==> src/hdl/imhq_pkg.sv <==
// shared types and constants for the indexed min-heap queue
// no dependencies; used by imhq_cell and indexed_min_heap_queue_top
`default_nettype none

package imhq_pkg;

  localparam int CAPACITY_DEF  = 64;
  localparam int KEY_WIDTH_DEF = 32;

  localparam int HANDLE_W    = 6;
  localparam int KEY_FIELD_W = 32;
  localparam int COUNT_OUT_W = 7;
  localparam int CMD_W       = 2;
  localparam int ERR_W       = 2;
  localparam int IN_DATA_W   = 40;
  localparam int OUT_DATA_W  = 48;

  localparam logic [CMD_W-1:0] CMD_PUSH   = 2'd0;
  localparam logic [CMD_W-1:0] CMD_POP    = 2'd1;
  localparam logic [CMD_W-1:0] CMD_REMOVE = 2'd2;
  localparam logic [CMD_W-1:0] CMD_PEEK   = 2'd3;

  localparam logic [ERR_W-1:0] ERR_OK     = 2'd0;
  localparam logic [ERR_W-1:0] ERR_FULL   = 2'd1;
  localparam logic [ERR_W-1:0] ERR_ABSENT = 2'd2;
  localparam logic [ERR_W-1:0] ERR_DUP    = 2'd3;

  // one-cycle commands broadcast from the sequencer to every cell
  typedef struct packed {
    logic push;
    logic fill_root;
    logic fill_hit;
  } ctl_t;

  // swap requests a cell shows its parent and children
  typedef struct packed {
    logic up_swap;
    logic down_left;
    logic down_right;
  } link_t;

endpackage

`default_nettype wire

==> src/hdl/imhq_cell.sv <==
// one heap slot: holds a handle and key, swaps with its parent or a child
// depends on imhq_pkg
`default_nettype none

module imhq_cell #(
  parameter int CAPACITY  = imhq_pkg::CAPACITY_DEF,
  parameter int KEY_WIDTH = imhq_pkg::KEY_WIDTH_DEF,
  parameter int INDEX     = 0,
  localparam int CW       = $clog2(CAPACITY + 1)
) (
  input  wire logic                              clk,
  input  wire logic                              rst,
  input  wire logic [CW-1:0]                     count,
  input  wire imhq_pkg::ctl_t                    ctl,
  input  wire logic [imhq_pkg::HANDLE_W-1:0]     new_handle,
  input  wire logic signed [KEY_WIDTH-1:0]       new_key,
  input  wire logic [imhq_pkg::HANDLE_W-1:0]     fill_handle,
  input  wire logic signed [KEY_WIDTH-1:0]       fill_key,
  input  wire logic [imhq_pkg::HANDLE_W-1:0]     probe_handle,
  input  wire logic [imhq_pkg::HANDLE_W-1:0]     parent_handle,
  input  wire logic signed [KEY_WIDTH-1:0]       parent_key,
  input  wire imhq_pkg::link_t                   parent_link,
  input  wire logic [imhq_pkg::HANDLE_W-1:0]     left_handle,
  input  wire logic signed [KEY_WIDTH-1:0]       left_key,
  input  wire imhq_pkg::link_t                   left_link,
  input  wire logic [imhq_pkg::HANDLE_W-1:0]     right_handle,
  input  wire logic signed [KEY_WIDTH-1:0]       right_key,
  input  wire imhq_pkg::link_t                   right_link,
  output logic [imhq_pkg::HANDLE_W-1:0]          handle,
  output logic signed [KEY_WIDTH-1:0]            key,
  output imhq_pkg::link_t                        link,
  output logic                                   busy,
  output logic                                   hit,
  output logic [imhq_pkg::HANDLE_W-1:0]          last_handle,
  output logic signed [KEY_WIDTH-1:0]            last_key
);

  localparam bit IS_ROOT   = (INDEX == 0);
  localparam bit IS_LEFT   = (INDEX % 2 == 1);
  localparam bit HAS_LEFT  = (2 * INDEX + 1 < CAPACITY);
  localparam bit HAS_RIGHT = (2 * INDEX + 2 < CAPACITY);
  localparam logic [CW-1:0] SELF_IDX  = CW'(INDEX);
  localparam logic [CW-1:0] LAST_CNT  = CW'(INDEX + 1);
  localparam logic [CW-1:0] LEFT_IDX  = CW'(2 * INDEX + 1);
  localparam logic [CW-1:0] RIGHT_IDX = CW'(2 * INDEX + 2);

  logic act_up;
  logic act_down;
  logic act_up_next;
  logic act_down_next;
  logic [imhq_pkg::HANDLE_W-1:0] handle_next;
  logic signed [KEY_WIDTH-1:0] key_next;

  logic valid;
  logic is_last;
  logic is_next;
  logic left_ok;
  logic right_ok;
  logic pick_right;
  logic signed [KEY_WIDTH-1:0] pick_key;
  logic swap_down;
  logic from_parent;
  logic pull_left;
  logic pull_right;
  logic fill_here;

  assign valid    = count > SELF_IDX;
  assign is_last  = count == LAST_CNT;
  assign is_next  = count == SELF_IDX;
  assign left_ok  = HAS_LEFT && (count > LEFT_IDX);
  assign right_ok = HAS_RIGHT && (count > RIGHT_IDX);

  // equal children go left
  assign pick_right = right_ok && (right_key < left_key);
  assign pick_key   = pick_right ? right_key : left_key;
  assign swap_down  = act_down && left_ok && (pick_key < key);

  assign link.up_swap    = !IS_ROOT && act_up && (key < parent_key);
  assign link.down_left  = swap_down && !pick_right;
  assign link.down_right = swap_down && pick_right;

  assign from_parent = !IS_ROOT && (IS_LEFT ? parent_link.down_left : parent_link.down_right);
  assign pull_left   = HAS_LEFT && left_link.up_swap;
  assign pull_right  = HAS_RIGHT && right_link.up_swap;
  assign fill_here   = ((ctl.fill_root && IS_ROOT) || (ctl.fill_hit && hit)) && !is_last;

  always_comb begin
    handle_next   = handle;
    key_next      = key;
    act_up_next   = act_up;
    act_down_next = act_down;
    if (ctl.push && is_next) begin
      handle_next = new_handle;
      key_next    = new_key;
      act_up_next = 1'b1;
    end else if (fill_here) begin
      handle_next = fill_handle;
      key_next    = fill_key;
      act_up_next = 1'b1;
    end else if (link.up_swap) begin
      handle_next = parent_handle;
      key_next    = parent_key;
      act_up_next = 1'b0;
    end else if (pull_left) begin
      handle_next = left_handle;
      key_next    = left_key;
      act_up_next = 1'b1;
    end else if (pull_right) begin
      handle_next = right_handle;
      key_next    = right_key;
      act_up_next = 1'b1;
    end else if (act_up) begin
      // upward walk over, check the children once
      act_up_next   = 1'b0;
      act_down_next = 1'b1;
    end else if (swap_down) begin
      handle_next   = pick_right ? right_handle : left_handle;
      key_next      = pick_right ? right_key : left_key;
      act_down_next = 1'b0;
    end else if (from_parent) begin
      handle_next   = parent_handle;
      key_next      = parent_key;
      act_down_next = 1'b1;
    end else if (act_down) begin
      act_down_next = 1'b0;
    end
  end

  always_ff @(posedge clk) begin
    if (rst) begin
      act_up   <= 1'b0;
      act_down <= 1'b0;
      hit      <= 1'b0;
    end else begin
      act_up   <= act_up_next;
      act_down <= act_down_next;
      hit      <= valid && (handle == probe_handle);
    end
  end

  always_ff @(posedge clk) begin
    handle <= handle_next;
    key    <= key_next;
  end

  assign busy        = act_up | act_down;
  assign last_handle = is_last ? handle : '0;
  assign last_key    = is_last ? key : '0;

endmodule

`default_nettype wire
==> config.mk <==
export PLATFORM = sky130hd
export DESIGN_NAME = imhq_cell
export DESIGN_NICKNAME = d
export VERILOG_FILES = /design/src/hdl/imhq_pkg.sv /design/src/hdl/imhq_cell.sv
export SDC_FILE = /design/constraint.sdc
export NUM_CORES = 1
export LEC_CHECK = 0
export ABC_CLOCK_PERIOD_IN_PS = 12270
export BUFFER_PORTS_ARGS = -buffer_cell sky130_fd_sc_hd__buf_2
export CAP_MARGIN = 20
export CORE_AREA = 2 2 117 119
export DETAILED_ROUTE_END_ITERATION = 10
export DIE_AREA = 0 0 119 121
export GPL_TIMING_DRIVEN = 0
export PLACE_DENSITY = 0.7
export SLEW_MARGIN = 20
export SYNTH_ARGS = -nofsm -noshare
export SYNTH_HDL_FRONTEND = slang
export SYNTH_SLANG_ARGS = --single-unit
==> constraint.sdc <==
create_clock -name clk -period 12.27 [get_ports clk]
set_input_delay 1.8405 -clock clk [delete_from_list [all_inputs] [get_ports clk]]
set_output_delay 1.8405 -clock clk [all_outputs]
set_load 0.01 [all_outputs]
* Word-level counts from Yosys, hierarchy flattened *
Cells that the tools add are included.

storage, ports and cells
  logic and storage cells = 55
  register bits after elaboration = 41
  output and inout bits = 81
  input port bits = 217

operators by class
  reductions and logical operators = 16
  bitwise operators = 5
  multiplexer cells = 21
  eq/ne operators = 3
  $lt $le $gt $ge = 5

operators by type and width
  kind                count
  $mux 32             8
  $lt 32x32->1        2
  $mux 6              8
  $gt 7x1->1 const B  2
  $logic_and 1x1->1   9
  $eq 7x1->1 const B  1
  $gt 7x2->1 const B  1
  $logic_not 7->1     1
  $eq 6x6->1          1
  $mux 1              5
  $ne 5x3->1 const B  1
  $reduce_bool 5->1   1
  $not 1->1           4
  $reduce_and 4->1    1
  $logic_not 1->1     2
  $reduce_and 2->1    1
  $logic_or 1x1->1    1
  $or 1x1->1          1

* Depth between registers and ports, before layout *
  depth after elaboration = 11
  gate-level depth with buffers = 19
  depth with buffers taken out = 17

* Least setup slack after synthesis *
Ideal clock, no wire load.

  kind = input port to flip-flop
  from = input port left_key[31]
  to = register handle[0] (netlist name) (enable)
  setup time = 0.539 ns
  buffers on the path = 2
  required time = 11.731 ns
  setup slack = 2.447 ns
  arrival time = 9.284 ns
  cell stages on the path = 19
  path through = inv_1 ha_1 buf_2 nand2_1 o21ai_0 a211oi_1 nand2_1 o21a_1 nor3_4 buf_6 mux2_1 ha_1 a211oi_1 o21bai_1 a211oi_1 o31ai_1 o31ai_1 a311oi_1 o41ai_1

between the ends
  word-level cells in the longest chain between the ends = 7

ends and longest elaborated chain
  element                                 line              source
  start, declared                         imhq_cell.sv:24   input wire logic signed [KEY_WIDTH-1:0] left_key,
  $lt 32x32->1                            imhq_cell.sv:74   assign pick_right = right_ok && (right_key < left_key);
  $logic_and 1x1->1                       imhq_cell.sv:74
  $mux 32 (*)                             imhq_cell.sv:75   assign pick_key = pick_right ? right_key : left_key;
  $lt 32x32->1 (*)                        imhq_cell.sv:76   assign swap_down = act_down && left_ok && (pick_key < key);
  $logic_and 1x1->1 (*)                   imhq_cell.sv:76
  $reduce_bool 5->1 (no source line) (*)  --
  $reduce_and 2->1 (no source line) (*)   --
  end signal, assigned                    imhq_cell.sv:142  handle <= handle_next;
  end, declared                           imhq_cell.sv:29   output logic [imhq_pkg::HANDLE_W-1:0] handle,

Mark *: on every way between the ends. The rest lies on a longest branch, timed or not.
A chain may end at the register's enable or synchronous reset.

==> flow_metrics.py <==
metrics = {
    "status": {
        "outcome": "finished, final reports clean",
    },
    "clock_network": {
        "root_buffer": "clkbuf_16",
        "post_cts_buffers": 0,
        "cts_tree": "built",
        "max-clock-path-buffers": 2,
        "cts_sinks": 41,
        "htreeDepth": 2,
        "clk_pin_slew_ns": 0.06,
        "cts_resized": 0,
        "cts_made_buffers": 5,
        "hold_buffers": 0,
        "clock_latency_ns": 0.29,
    },
    "yosys": {
        "synth_seq_cells": 41,
        "yosysWarnings": 0,
        "synth_edf_count": 38,
        "ys_seq_area_frac": 0.252,
        "synthFlopType": "edfxtp_1",
        "synth_area_sq_um": 4760,
        "ys_top_cells_by_area": "edfxtp_1 24%, ha_1 16%, mux2i_1 8.2%, a22oi_1 6.0%, inv_1 5.2%",
        "synthCells": 529,
        "syn_nets": 808,
        "yosys.area.top_type": "edfxtp_1",
        "synth_top_cell_area_share": 0.240,
        "synth.avg_cell_area_sq_um": 9.00,
        "synth_cell_types": 54,
        "synthArstFlopShare": 0,
    },
    "floorplan": {
        "core_sq_um": 13100,
        "die_h_um": 121,
        "die_area_sq_um": 14400,
        "die_w_um": 119,
        "initial_utilization": 0.364,
        "io_pins": 298,
        "num_rows": 42,
    },
    "timing": {
        "fin_crit_ns": 8.71,
        "slew_violations": 0,
        "whs_ns": 0.535,
        "skew_ns": 0.00523,
        "clock.fmax_ghz": 0.115,
        "rsz0062_at_grt": "no",
        "fin_setup_tns_ns": 0,
        "setup_ws_ns": 3.56,
        "setup_viol": 0,
        "finalHoldViolCount": 0,
        "relSlewSlack": 0.437,
        "tightest_slew_ns": 0.835,
        "finalCritPeriodShare": 0.710,
    },
    "critical_path": {
        "slowest_delay_ns": 0.60,
        "required_ns": 10.43,
        "worst_setup_path_start_kind": "input port",
        "critical_path_class": "in -> out",
        "worstPathMaxFanout": 10,
        "crit_path_end_kind": "output port",
        "path_cells": "buf_2 -> inv_1 -> ha_1 -> nand4_1 -> nor4_1 -> inv_1 -> o22ai_2 -> nor3_2 -> nor3_4 -> buf_6 -> mux2_1 -> ha_1 -> nand2_1 -> nor2_1 -> nand4_1 -> a2111oi_0 -> o31ai_1 -> a311oi_1 -> nor4_1 -> buf_2",
        "slowest_stage": "nor4_1",
        "cp.arrival_ns": 6.87,
    },
    "global_route": {
        "grt_max_degree": 14,
        "antenna_found_initial": 0,
        "grt_pass1_wl_mm": 24.4,
        "grt.overflow.total": 0,
        "grt_pass1_vias": 4796,
        "gr-usage-all-layers": 0.217,
    },
    "layout": {
        "multi_input_area_sq_um": 3150,
        "ff_latch_area_sq_um": 1200,
        "fin_area_sq_um": 6470,
        "fill_cells": 1287,
        "drive_above_1_share": 0.377,
        "areaGrowthSynthToFinish_pct": 35.9,
        "fin_nets": 1072,
    },
    "routing": {
        "wl_per_cell_um": 16.6,
        "via_per_inst": 5.10,
        "drtIter0Drc": 178,
        "drt_wl_total_mm": 16.2,
        "wl_met1_mm": 7.18,
        "met2WireLength_mm": 7.82,
        "drt_pass1_iterations": 5,
        "wl_met3_um": 846,
        "vias": 4949,
        "routed.top_layer": "met4",
        "drc": 0,
        "ant_nets": 0,
    },
    "worst_hold_path": {
        "hp-class": "reg -> reg",
    },
    "pwr": {
        "ir_worst_vdd_mv": 0.0646,
        "leakage_nw": 3.46,
        "power.density_nw_per_um2": 93.6,
    },
    "placement": {
        "hpwl_mm": 13.3,
        "routabilityCongestion": 0.874,
        "io_buffers": 251,
        "placed_area_sq_um": 6280,
        "preCtsSetupSlack_ns": 3.57,
    },
    "job": {
        "cap_violations": 0,
    },
}
[cell type report]
cell class / instances / share of cell area
Tap cell: 176 / 0.0340
Timing Repair Buffer: 257 / 0.199
Antenna cell: 1 / 0.000387
Clock buffer: 5 / 0.0193
Inverter: 66 / 0.0383
Buffer: 29 / 0.0255
Clock inverter: 3 / 0.0101
Sequential cell: 41 / 0.186
Multi-Input combinational cell: 393 / 0.487
[where the power goes]
group | internal [mW] | switching, mW | leakage [nW] | total, mW
combinational | 0.113 | 0.128 | 2.94 | 0.241
clock | 0.116 | 0.0619 | 0.0938 | 0.178
sequential | 0.173 | 0.0130 | 0.428 | 0.186
total | 0.402 | 0.203 | 3.46 | 0.605
[registers in the layout, summed over array words and instances (netlist names)]
signal and cells:
hit 1, act_down 1, act_up 1, handle 6
key 32
[metal layers]
metal	global-route usage	vias up
met3	0.0291	18
met4	0.0685	0
met2	0.384	179
met1	0.274	2251
li1	-	2501
met5	0	-
[cells in the final DEF (no fill, tap or decap), drive strengths merged, types with 11 or more instances in the layout]
cell type and instances:
a21oi 20, nand2 19, nand4 11, mux2 32, clkbuf 23, and3 39, buf 268, ha 62
inv 66, nor2 12, edfxtp 38, mux2i 39, a22oi 38, o21ai 49
[worst max-delay path: cells and delay by family]
family	cells	cell delay [ns]
adders and majority gates	2	0.58
and+or+nand+nor	8	1.76
AOI/OAI and AO/OA	4	1.62
buffers and inverters	5	0.70
muxes	1	0.34
[synthesized netlist by cell type, types with 4 or more instances]
master	n
ha_1	62
nand2b_1	5
nor2_1	12
a22oi_1	38
a211oi_1	4
o21ai_0	29
mux2_2	12
edfxtp_1	38
o21ai_1	20
nand4_1	11
and3_1	39
nor4_1	4
nor3_1	4
clkbuf_1	18
and2_1	5
inv_1	66
mux2i_1	39
a21oi_1	20
nand2_1	19
nand3_1	9
mux2_1	20
buf_6	6
[path summary, 6_finish.rpt]
| kind | start | to | slack (ns) | cells after the start |
|---|---|---|---|---|
| min reg2reg | act_down | act_down | 0.54 | 2 |
| max reg2reg | key[2] | key[21] | 8.33 | 12 |
| max | left_key[29] | link[1] | 3.56 | 20 |
| min | act_down | act_down | 0.54 | 2 |
[metrics by stage]
stage	utilization	power, mW	std cells
global placement	0.477	0.426	956
detailed placement	0.480	0.430	962
floorplan	-	0.337	529
CTS	0.494	0.610	970
finish	0.494	0.605	971
global route	0.494	0.646	970
[kinds of logic (layout without fill, tap and decap cells)]
group / count (synthesis) / in the layout / share of synthesized area
AO/OA/AOI/OAI: 134 / 134 / 0.184
AND/OR/NAND/NOR: 119 / 119 / 0.145
buffers and inverters: 95 / 360 / 0.0867
multiplexers: 71 / 71 / 0.158
adder cells (fa/ha/maj): 62 / 62 / 0.163
flip-flops: 41 / 41 / 0.252
XOR/XNOR: 6 / 6 / 0.0110
other: 1 / 2 / 0.000788
(Power assumes the default switching activity.)
